==> src/sv/uhg_pkg.sv <==
// ---------------------------------------------------------------------------
// UDP/IPv4 header generator package
// Shared widths, header constants, job and status types, and the ones'
// complement carry fold.
// ---------------------------------------------------------------------------
`default_nettype none

package uhg_pkg;

   // Payload byte count never exceeds 65507, so 16 bits hold it
   localparam int CountW      = 16;
   localparam int MaxPayload  = 65507;
   localparam int QueueDepth  = 2;

   localparam int HdrLen      = 42;
   localparam int HdrIdxW     = 6;
   localparam int CsrIdxW     = 3;
   localparam int CsrDataW    = 48;

   // Fixed header words
   localparam logic [15:0] EtherTypeIpv4 = 16'h0800;
   localparam logic [15:0] IpVerIhlTos   = 16'h4500;
   localparam logic [15:0] IpIdent       = 16'h0000;
   localparam logic [15:0] IpFlagsDf     = 16'h4000;
   localparam logic [15:0] IpTtlProto    = 16'h4011;
   localparam logic [15:0] UdpProto      = 16'h0011;
   localparam logic [15:0] IpLenBase     = 16'd28;
   localparam logic [15:0] UdpLenBase    = 16'd8;
   localparam logic [15:0] AllOnes16     = 16'hFFFF;
   // Sum of the fixed IPv4 header words
   localparam logic [19:0] IpFixedSum    = 20'h0C511;

   // Configuration register indexes
   typedef enum logic [CsrIdxW-1:0] {
      CSR_DEST_MAC    = 3'd0,
      CSR_SOURCE_MAC  = 3'd1,
      CSR_SOURCE_IP   = 3'd2,
      CSR_DEST_IP     = 3'd3,
      CSR_SOURCE_PORT = 3'd4,
      CSR_DEST_PORT   = 3'd5
   } csr_index_type;

   typedef struct packed {
      logic [47:0] dest_mac;
      logic [47:0] source_mac;
      logic [31:0] source_ip;
      logic [31:0] dest_ip;
      logic [15:0] source_port;
      logic [15:0] dest_port;
   } cfg_type;

   // One finished packet, handed from front to back
   typedef struct packed {
      logic              err;
      logic [CountW-1:0] count;
      logic [15:0]       sum;
   } job_type;

   typedef struct packed {
      logic full;
      logic empty;
   } q_stat_type;

   typedef enum logic [2:0] {
      BK_IDLE,
      BK_WORDS,
      BK_SUMS,
      BK_FOLD,
      BK_EMIT
   } back_state_type;

   // Fold a sum of up to 20 bits into 16 bits, end-around carry fully applied
   function automatic logic [15:0] fold20(input logic [19:0] x);
      logic [16:0] t;
      t = {1'b0, x[15:0]} + {13'b0, x[19:16]};
      return t[15:0] + {15'b0, t[16]};
   endfunction

endpackage

`default_nettype wire

==> src/sv/udp_ipv4_header_generator_unit.sv <==
// ---------------------------------------------------------------------------
// UDP/IPv4 header generator
// Sums UDP payload bytes and emits the Ethernet/IPv4/UDP header per packet.
// ---------------------------------------------------------------------------
// Usage:
//   req_* carries one payload request a cycle (a byte, an empty slot, or the
//   end mark). One request is taken every cycle; req_stall rises only while
//   QUEUE_DEPTH finished packets wait for the header emitter.
//   rsp_* streams 42 header bytes in wire order, the last one flagged, or a
//   single too_long result when the payload passed MAX_PAYLOAD.
//   csr_* writes the MAC, IP and port registers (index 0 to 5, others
//   ignored); csr_ready is always high. Write only while the block is idle.
// Timing:
//   The first header byte follows the end request once the emitter is
//   free, after pick-up, word sums, totals and carry fold. Bytes then
//   follow one a cycle while rsp_stall is low; the emitter takes the next
//   job only after the last byte of a header. A too_long result passes
//   through pick-up and emit only.
//   rsp_stall holds the byte in the output register and pauses the stream.
// Reset: synchronous, clears config, packet, queue, emitter state at once.
// ---------------------------------------------------------------------------
`default_nettype none

module udp_ipv4_header_generator_unit
   import uhg_pkg::*;
#(
   parameter int MAX_PAYLOAD = MaxPayload,
   parameter int QUEUE_DEPTH = QueueDepth
) (
   input  wire logic                clock,
   input  wire logic                reset,
   input  wire logic                req_valid,
   output logic                     req_stall,
   input  wire logic [7:0]          req_data_byte,
   input  wire logic                req_has_byte,
   input  wire logic                req_end_of_payload,
   output logic                     rsp_valid,
   input  wire logic                rsp_stall,
   output logic [7:0]               rsp_header_byte,
   output logic                     rsp_last_header_byte,
   output logic                     rsp_too_long,
   input  wire logic                csr_valid,
   output logic                     csr_ready,
   input  wire logic [CsrIdxW-1:0]  csr_index,
   input  wire logic [CsrDataW-1:0] csr_data
);

   cfg_type    cfg_ff, cfg_in;
   q_stat_type q_stat;
   logic       push;
   job_type    push_job;
   logic       pop;
   job_type    head;

   assign csr_ready = 1'b1;

   // Decode register writes
   always_comb begin
      cfg_in = cfg_ff;
      if (csr_valid && csr_ready) begin
         case (csr_index)
            CSR_DEST_MAC:    cfg_in.dest_mac    = csr_data[47:0];
            CSR_SOURCE_MAC:  cfg_in.source_mac  = csr_data[47:0];
            CSR_SOURCE_IP:   cfg_in.source_ip   = csr_data[31:0];
            CSR_DEST_IP:     cfg_in.dest_ip     = csr_data[31:0];
            CSR_SOURCE_PORT: cfg_in.source_port = csr_data[15:0];
            CSR_DEST_PORT:   cfg_in.dest_port   = csr_data[15:0];
            default:         cfg_in             = cfg_ff;
         endcase
      end
   end

   always_ff @(posedge clock) begin
      if (reset) begin
         cfg_ff <= '0;
      end else begin
         cfg_ff <= cfg_in;
      end
   end

   uhg_front #(
      .MAX_PAYLOAD(MAX_PAYLOAD)
   ) u_front (
      .clock              (clock),
      .reset              (reset),
      .req_valid          (req_valid),
      .req_stall          (req_stall),
      .req_data_byte      (req_data_byte),
      .req_has_byte       (req_has_byte),
      .req_end_of_payload (req_end_of_payload),
      .q_stat             (q_stat),
      .push               (push),
      .push_job           (push_job)
   );

   uhg_queue #(
      .DEPTH(QUEUE_DEPTH)
   ) u_queue (
      .clock    (clock),
      .reset    (reset),
      .push     (push),
      .push_job (push_job),
      .pop      (pop),
      .head     (head),
      .q_stat   (q_stat)
   );

   uhg_back u_back (
      .clock                (clock),
      .reset                (reset),
      .cfg                  (cfg_ff),
      .head                 (head),
      .q_stat               (q_stat),
      .pop                  (pop),
      .rsp_valid            (rsp_valid),
      .rsp_stall            (rsp_stall),
      .rsp_header_byte      (rsp_header_byte),
      .rsp_last_header_byte (rsp_last_header_byte),
      .rsp_too_long         (rsp_too_long)
   );

endmodule

`default_nettype wire

==> src/sv/uhg_front.sv <==
// ---------------------------------------------------------------------------
// UDP/IPv4 header generator front end
// Accepts payload requests, keeps the running ones' complement sum, odd
// byte and byte count, and queues one job per finished packet.
// ---------------------------------------------------------------------------
`default_nettype none

module uhg_front
   import uhg_pkg::*;
#(
   parameter int MAX_PAYLOAD = MaxPayload
) (
   input  wire logic       clock,
   input  wire logic       reset,
   input  wire logic       req_valid,
   output logic            req_stall,
   input  wire logic [7:0] req_data_byte,
   input  wire logic       req_has_byte,
   input  wire logic       req_end_of_payload,
   input  wire q_stat_type q_stat,
   output logic            push,
   output job_type         push_job
);

   logic [15:0]       sum_ff, sum_in;
   logic [CountW-1:0] count_ff, count_in;
   logic [7:0]        held_ff, held_in;
   logic              odd_ff, odd_in;
   logic              ovf_ff, ovf_in;

   logic              accept;
   logic              take;
   logic              ovf_hit;
   logic              pair;
   logic              odd_new;
   logic [7:0]        held_new;
   logic [15:0]       addend;
   logic [16:0]       raw_sum;
   logic [15:0]       sum_new;
   logic [CountW-1:0] count_new;

   // Stall only while the job queue is full
   assign req_stall = q_stat.full;
   assign accept    = req_valid && !req_stall;

   // Classify the request: byte taken, byte overflowing, or nothing
   assign take    = accept && req_has_byte && !ovf_ff && (count_ff < CountW'(MAX_PAYLOAD));
   assign ovf_hit = accept && req_has_byte && !ovf_ff && (count_ff >= CountW'(MAX_PAYLOAD));
   assign pair    = take && odd_ff;

   assign odd_new   = take ? !odd_ff : odd_ff;
   assign held_new  = (take && !odd_ff) ? req_data_byte : held_ff;
   assign count_new = take ? count_ff + 1'b1 : count_ff;

   // One adder serves a completed word or the zero-padded odd byte at the end
   always_comb begin
      if (pair) begin
         addend = {held_ff, req_data_byte};
      end else if (req_end_of_payload && odd_new) begin
         addend = {held_new, 8'h00};
      end else begin
         addend = 16'h0000;
      end
   end

   assign raw_sum = {1'b0, sum_ff} + {1'b0, addend};
   assign sum_new = fold20({3'b000, raw_sum});

   // Queue a job on the end request
   assign push           = accept && req_end_of_payload;
   assign push_job.err   = ovf_ff || ovf_hit;
   assign push_job.count = count_new;
   assign push_job.sum   = sum_new;

   // Advance packet state, or clear it at the end of the packet
   always_comb begin
      sum_in   = sum_ff;
      count_in = count_ff;
      held_in  = held_ff;
      odd_in   = odd_ff;
      ovf_in   = ovf_ff;
      if (push) begin
         sum_in   = '0;
         count_in = '0;
         held_in  = '0;
         odd_in   = 1'b0;
         ovf_in   = 1'b0;
      end else if (accept) begin
         sum_in   = sum_new;
         count_in = count_new;
         held_in  = pair ? 8'h00 : held_new;
         odd_in   = odd_new;
         ovf_in   = ovf_ff || ovf_hit;
      end
   end

   always_ff @(posedge clock) begin
      if (reset) begin
         sum_ff   <= '0;
         count_ff <= '0;
         held_ff  <= '0;
         odd_ff   <= 1'b0;
         ovf_ff   <= 1'b0;
      end else begin
         sum_ff   <= sum_in;
         count_ff <= count_in;
         held_ff  <= held_in;
         odd_ff   <= odd_in;
         ovf_ff   <= ovf_in;
      end
   end

endmodule

`default_nettype wire

==> src/sv/uhg_queue.sv <==
// ---------------------------------------------------------------------------
// UDP/IPv4 header generator job queue
// Short first-in first-out queue of finished packet jobs between the
// front end and the header emitter.
// ---------------------------------------------------------------------------
`default_nettype none

module uhg_queue
   import uhg_pkg::*;
#(
   parameter int DEPTH = QueueDepth
) (
   input  wire logic    clock,
   input  wire logic    reset,
   input  wire logic    push,
   input  wire job_type push_job,
   input  wire logic    pop,
   output job_type      head,
   output q_stat_type   q_stat
);

   localparam int PtrW = (DEPTH > 1) ? $clog2(DEPTH) : 1;
   localparam int LvlW = $clog2(DEPTH + 1);

   job_type           slot_ff [DEPTH];
   logic [PtrW-1:0]   wr_ptr_ff, wr_ptr_in;
   logic [PtrW-1:0]   rd_ptr_ff, rd_ptr_in;
   logic [LvlW-1:0]   level_ff, level_in;

   assign q_stat.full  = (level_ff == LvlW'(DEPTH));
   assign q_stat.empty = (level_ff == '0);
   assign head         = slot_ff[rd_ptr_ff];

   // Store the pushed job
   always_ff @(posedge clock) begin
      if (push) begin
         slot_ff[wr_ptr_ff] <= push_job;
      end
   end

   // Advance pointers with wrap, track fill level
   always_comb begin
      wr_ptr_in = wr_ptr_ff;
      rd_ptr_in = rd_ptr_ff;
      level_in  = level_ff;
      if (push) begin
         wr_ptr_in = (wr_ptr_ff == PtrW'(DEPTH - 1)) ? '0 : wr_ptr_ff + 1'b1;
      end
      if (pop) begin
         rd_ptr_in = (rd_ptr_ff == PtrW'(DEPTH - 1)) ? '0 : rd_ptr_ff + 1'b1;
      end
      case ({push, pop})
         2'b10:   level_in = level_ff + 1'b1;
         2'b01:   level_in = level_ff - 1'b1;
         default: level_in = level_ff;
      endcase
   end

   always_ff @(posedge clock) begin
      if (reset) begin
         wr_ptr_ff <= '0;
         rd_ptr_ff <= '0;
         level_ff  <= '0;
      end else begin
         wr_ptr_ff <= wr_ptr_in;
         rd_ptr_ff <= rd_ptr_in;
         level_ff  <= level_in;
      end
   end

endmodule

`default_nettype wire

==> src/sv/uhg_back.sv <==
// ---------------------------------------------------------------------------
// UDP/IPv4 header generator back end
// Takes one job at a time, works out lengths and both checksums in WORDS,
// SUMS and FOLD, then streams 42 header bytes or a too_long result out.
// ---------------------------------------------------------------------------
`default_nettype none

module uhg_back
   import uhg_pkg::*;
(
   input  wire logic       clock,
   input  wire logic       reset,
   input  wire cfg_type    cfg,
   input  wire job_type    head,
   input  wire q_stat_type q_stat,
   output logic            pop,
   output logic            rsp_valid,
   input  wire logic       rsp_stall,
   output logic [7:0]      rsp_header_byte,
   output logic            rsp_last_header_byte,
   output logic            rsp_too_long
);

   localparam logic [HdrIdxW-1:0] LastIdx = HdrIdxW'(HdrLen - 1);

   back_state_type     state_ff, state_in;
   job_type            job_ff, job_in;
   logic [HdrIdxW-1:0] idx_ff, idx_in;
   logic [17:0]        ipw_ff, ipw_in;
   logic [16:0]        port_ff, port_in;
   logic [15:0]        ip_len_ff, ip_len_in;
   logic [15:0]        udp_len_ff, udp_len_in;
   logic [19:0]        ip_acc_ff, ip_acc_in;
   logic [19:0]        udp_acc_ff, udp_acc_in;
   logic [15:0]        ip_csum_ff, ip_csum_in;
   logic [15:0]        udp_csum_ff, udp_csum_in;
   logic               rsp_valid_ff, rsp_valid_in;
   logic [7:0]         byte_ff, byte_in;
   logic               last_ff, last_in;
   logic               too_long_ff, too_long_in;

   logic                     out_free;
   logic [15:0]              udp_fold;
   logic [HdrLen-1:0][7:0]   hdr_bytes;

   assign rsp_valid            = rsp_valid_ff;
   assign rsp_header_byte      = byte_ff;
   assign rsp_last_header_byte = last_ff;
   assign rsp_too_long         = too_long_ff;

   assign out_free = !rsp_valid_ff || !rsp_stall;
   assign udp_fold = ~fold20(udp_acc_ff);

   // Header in wire order, first byte at the top
   assign hdr_bytes = {cfg.dest_mac, cfg.source_mac, EtherTypeIpv4,
                       IpVerIhlTos, ip_len_ff, IpIdent, IpFlagsDf, IpTtlProto,
                       ip_csum_ff, cfg.source_ip, cfg.dest_ip,
                       cfg.source_port, cfg.dest_port, udp_len_ff, udp_csum_ff};

   // Sequence one job: pick up, sum, fold, stream out
   always_comb begin
      state_in     = state_ff;
      job_in       = job_ff;
      idx_in       = idx_ff;
      ipw_in       = ipw_ff;
      port_in      = port_ff;
      ip_len_in    = ip_len_ff;
      udp_len_in   = udp_len_ff;
      ip_acc_in    = ip_acc_ff;
      udp_acc_in   = udp_acc_ff;
      ip_csum_in   = ip_csum_ff;
      udp_csum_in  = udp_csum_ff;
      rsp_valid_in = out_free ? 1'b0 : rsp_valid_ff;
      byte_in      = byte_ff;
      last_in      = last_ff;
      too_long_in  = too_long_ff;
      pop          = 1'b0;
      case (state_ff)
         BK_IDLE: begin
            if (!q_stat.empty) begin
               pop      = 1'b1;
               job_in   = head;
               idx_in   = '0;
               state_in = head.err ? BK_EMIT : BK_WORDS;
            end
         end
         BK_WORDS: begin
            ipw_in   = {2'b00, cfg.source_ip[31:16]} + {2'b00, cfg.source_ip[15:0]}
                     + {2'b00, cfg.dest_ip[31:16]} + {2'b00, cfg.dest_ip[15:0]};
            port_in  = {1'b0, cfg.source_port} + {1'b0, cfg.dest_port};
            state_in = BK_SUMS;
         end
         BK_SUMS: begin
            ip_len_in  = IpLenBase + job_ff.count;
            udp_len_in = UdpLenBase + job_ff.count;
            ip_acc_in  = IpFixedSum + {2'b00, ipw_ff} + {4'h0, IpLenBase + job_ff.count};
            udp_acc_in = {2'b00, ipw_ff} + {4'h0, job_ff.sum} + {3'b000, port_ff}
                       + {4'h0, UdpProto}
                       + {3'b000, UdpLenBase + job_ff.count, 1'b0};
            state_in   = BK_FOLD;
         end
         BK_FOLD: begin
            ip_csum_in  = ~fold20(ip_acc_ff);
            udp_csum_in = (udp_fold == 16'h0000) ? AllOnes16 : udp_fold;
            state_in    = BK_EMIT;
         end
         BK_EMIT: begin
            if (out_free) begin
               rsp_valid_in = 1'b1;
               if (job_ff.err) begin
                  byte_in     = 8'h00;
                  last_in     = 1'b1;
                  too_long_in = 1'b1;
                  state_in    = BK_IDLE;
               end else begin
                  byte_in     = hdr_bytes[LastIdx - idx_ff];
                  last_in     = (idx_ff == LastIdx);
                  too_long_in = 1'b0;
                  idx_in      = idx_ff + 1'b1;
                  if (idx_ff == LastIdx) begin
                     state_in = BK_IDLE;
                  end
               end
            end
         end
         default: begin
            state_in = BK_IDLE;
         end
      endcase
   end

   always_ff @(posedge clock) begin
      if (reset) begin
         state_ff     <= BK_IDLE;
         rsp_valid_ff <= 1'b0;
      end else begin
         state_ff     <= state_in;
         rsp_valid_ff <= rsp_valid_in;
      end
   end

   // Payload and working registers
   always_ff @(posedge clock) begin
      job_ff      <= job_in;
      idx_ff      <= idx_in;
      ipw_ff      <= ipw_in;
      port_ff     <= port_in;
      ip_len_ff   <= ip_len_in;
      udp_len_ff  <= udp_len_in;
      ip_acc_ff   <= ip_acc_in;
      udp_acc_ff  <= udp_acc_in;
      ip_csum_ff  <= ip_csum_in;
      udp_csum_ff <= udp_csum_in;
      byte_ff     <= byte_in;
      last_ff     <= last_in;
      too_long_ff <= too_long_in;
   end

endmodule

`default_nettype wire

==> config.mk <==
export PLATFORM = sky130hd
export DESIGN_NAME = udp_ipv4_header_generator_unit
export DESIGN_NICKNAME = d
export VERILOG_FILES = /design/src/sv/uhg_pkg.sv /design/src/sv/udp_ipv4_header_generator_unit.sv /design/src/sv/uhg_front.sv /design/src/sv/uhg_queue.sv /design/src/sv/uhg_back.sv
export SDC_FILE = /design/constraint.sdc
export NUM_CORES = 1
export LEC_CHECK = 0
export CAP_MARGIN = 10
export CORE_UTILIZATION = 42
export DETAILED_ROUTE_END_ITERATION = 16
export DONT_BUFFER_PORTS = 1
export HOLD_SLACK_MARGIN = 0.03
export PLACE_DENSITY = 0.62
export SLEW_MARGIN = 5
export SYNTH_ARGS = -nofsm -noshare
export SYNTH_HDL_FRONTEND = slang
export SYNTH_SLANG_ARGS = --single-unit
==> constraint.sdc <==
create_clock -name clock -period 6.8 [get_ports clock]
set_input_delay 0.68 -clock clock [delete_from_list [all_inputs] [get_ports clock]]
set_output_delay 0.68 -clock clock [all_outputs]
set_load 0.005 [all_outputs]
==> impl_metrics.tcl <==
set metrics [dict create \
    outcome "finished, final reports clean" \
    ys_seq_area_share_pct 43.86 \
    synth_area_mm2 0.02834 \
    fin_ws_ns 0.4699 \
    finalSetupTns_ns 0 \
    synth_top_family_by_area "simple AND/OR/NAND/NOR gates" \
    reg2regPathDepth 34 \
    synth-xor-area-share_pct 7.165 \
    wl_per_cell_um 20.46 \
    tightest_slew_ns 1.018 \
    synthToLayoutAreaGrowth_pct 10.29 \
    synth_common_cells "511 x nand2_1, 319 x a21oi_1, 252 x edfxtp_1" \
    skew_ns 0.03911 \
    antenna_cells 0 \
    p_leak_nw 11.69 \
    reg2reg_slack_ns 0.47 \
    clk_path_buf_depth 3 \
    synth_compound_area_share_pct 12.95 \
    vias 21210 \
    finalWirelength_mm 77.65 \
    seqCellArea_mm2 0.01243 \
    die_h_um 261.8 \
    cts.clk_slew.worst_paths_ns 0.06 \
    synth_flop_cell "edfxtp_1" \
    drtIter0Drc 1733 \
    max_stage_delay_ns 0.43 \
    synthMuxAreaShare_pct 6.595 \
    arrival_ns 6.89 \
    placement.io_buffers 0 \
    cts_tree "built" \
    min_period_over_period_pct 93.09 \
    timing.rr.start "u_front.count_ff[8]" \
    grt_max_degree 204 \
    hold_end "u_queue.level_ff[0]" \
    startpoint "u_front.count_ff[8]" \
    synthSimpleGateAreaFrac_pct 15.62 \
    crit_slowest_cell "fa_1" \
    holdPathStages 1 \
    cts_hold_buf 0 \
    dp_hpwl_mm 57.64 \
    pre_cts_ws_ns -0.4487 \
    max-cap-violations 0 \
    relSlewSlack_pct 32.14 \
    grt.total_usage_pct 22.47 \
    synth-async-reset-ratio_pct 0 \
    fp-row-count 94 \
    drive_gt1_share_pct 9.925 \
    postRouteAntennaNets 0 \
    via_per_inst 5.588 \
    timing.rr.end "u_front.sum_ff[12]" \
    syn-num-nets 3183 \
    fp.coreArea_mm2 0.06622 \
    die_w_um 261.8 \
    worst-path-max-fanout 12 \
    synth_edf_count 252 \
    gp_congestion 0.9231 \
    dr.pass1.iters 5 \
    grt_remaining_overflow 0 \
    rsz0062_at_grt "no" \
    finalCriticalPeriod_ns 6.330 \
    cts_buffers 54 \
    crit_path_end_kind "flip-flop" \
    irDropWorstVdd_uv 366.3 \
    final_nets 3156 \
    avgSynthCellArea_um2 9.727 \
    grt_pass1_vias 20630 \
    clock_sinks 495 \
    clock.fmax_mhz 158.0 \
    crit_required_ns 7.36 \
    synthTopCellsByArea "edfxtp_1 27%, dfxtp_1 17%, ha_1 7.2%" \
    yosysTopAreaCell "edfxtp_1" \
    cp-start-kind "flip-flop" \
    htreeDepth 2 \
    hold_path.startpoint "reset" \
    multi_input_area_mm2 0.01502 \
    die_area_mm2 0.06853 \
    clk_latency_ns 0.64 \
    drv_slew 0 \
    clockRootBuffer "clkbuf_16" \
    synthDistinctLibCells 93 \
    synth-seq-cells 495 \
    hold_violations 0 \
    io_pins 79 \
    synth_adder_area_share_pct 10.08 \
    synth_most_common_cell "nand2_1" \
    yosysTopAreaCellShare_pct 26.70 \
    cpMostUsedCell "ha_1" \
    final_util_pct 47.21 \
    whs_ns 0.1341 \
    synthCells 2914 \
    fillers 6090 \
    p_per_area_mw_per_mm2 467.8 \
    grt_pass1_wl_mm 117.8 \
    ys_warn_count 0 \
    worstSetupPathType "flip-flop to flip-flop" \
    hold_class "primary input to flip-flop" \
    drc_errors 0 \
    initial_core_util_pct 42.80 \
    final-setup-viol-count 0 \
    grt_antenna_before_repair 2 \
]
==> where the power goes <==
group	switching, mW	internal [mW]	leakage [nW]
clock network	1.26	1.70	0.880
registers	0.390	4.07	4.30
logic	4.31	2.89	6.52
==> layer usage <==
layer,share of wire (%),GRT usage (%),up-vias
li1,-,-,10190
met4,4.3,9.771,2
met3,6.7,4.533,150
met2,47,37.50,594
met1,42,28.15,10270
met5,0.021,0,-
==> how the worst max path moves through the flow <==
stage	endpoint	slack (ns)	cells past startpoint
5_1_grt	u_front.sum_ff[12]	0.002	34
2_1_floorplan	u_queue.slot_ff[0][15]	0.13	33
6_report	u_front.sum_ff[12]	0.47	34
4_1_cts	u_queue.slot_ff[1][15]	0.05	30
3_3_place_gp	u_queue.slot_ff[0][15]	-0.27	31
3_5_place_dp	u_queue.slot_ff[1][15]	-0.45	31
==> placed cells by master (no fill, tap or decap), drive strengths merged, types with 23 or more instances in the layout <==
| master | count |
|---|---|
| inv | 143 |
| a21o | 27 |
| o21ai | 83 |
| o21bai | 23 |
| nor3 | 52 |
| clkbuf | 81 |
| fa | 41 |
| mux4 | 46 |
| buf | 49 |
| ha | 162 |
| and3 | 32 |
| nor2b | 27 |
| dfxtp | 243 |
| xor2 | 82 |
| mux2i | 27 |
| nand2 | 511 |
| edfxtp | 252 |
| and2 | 42 |
| nand3 | 79 |
| a21oi | 320 |
| mux2 | 50 |
| xnor2 | 146 |
| nor2 | 152 |
==> per-stage QoR <==
| step | std cells | total power [mW] | instance area [um2] |
|---|---|---|---|
| 5_1_grt | 3796 | 15.58 | 31260 |
| 4_1_cts | 3793 | 14.74 | 31130 |
| 3_5_place_dp | 3692 | 11.71 | 29290 |
| 3_3_place_gp | 3691 | 11.64 | 29280 |
| 6_report | 3796 | 14.62 | 31260 |
| 2_1_floorplan | 2914 | 9.620 | 28340 |
==> worst max-delay path: cells and delay by family (launching register included) <==
kind / cells / cell delay (ns)
AND/OR/NAND/NOR: 15 / 2.10
AO/OA/AOI/OAI: 10 / 1.70
adder cells (fa/ha/maj): 7 / 1.67
flip-flops: 1 / 0.37
XOR/XNOR: 1 / 0.29
buffers and inverters: 1 / 0.15
==> layout make-up <==
cell class	count	share of cell area, %
multi-input cells	2147	48.03
flip-flops and latches	495	39.77
clock buffers	81	5.067
well taps	864	3.458
inverters	140	1.681
repair buffers	49	1.257
clock inverters	20	0.7324
==> cell families (layout without fill, tap and decap cells) <==
| family | after synthesis | in the layout |
|---|---|---|
| AND/OR/NAND/NOR | 984 | 984 |
| AO/OA/AOI/OAI | 605 | 605 |
| flip-flops | 495 | 495 |
| buffers and inverters | 272 | 290 |
| XOR/XNOR | 229 | 229 |
| adder cells (fa/ha/maj) | 204 | 204 |
| multiplexers | 123 | 123 |
| other | 2 | 2 |
==> timing repair <==
item,4_1_cts,5_1_grt
gates resized for setup,6,16
buffers inserted,0,3
endpoints found under the setup margin,17,22
pin swaps,1,7
cloned,0,0
==> sequential cells by signal, summed over array words and instances, names as in the netlist, 16 cells and up, named ones only <==
name / count
u_back.udp_acc_ff: 20
u_back.job_ff: 33
u_back.ipw_ff: 18
cfg_ff: 192
u_back.ip_csum_ff: 16
u_front.count_ff: 16
u_back.udp_csum_ff: 16
u_back.port_ff: 17
u_front.sum_ff: 16
u_back.udp_len_ff: 16
u_back.ip_acc_ff: 20
u_queue.slot_ff: 66
Note: power is estimated with default switching activity, not from simulation.
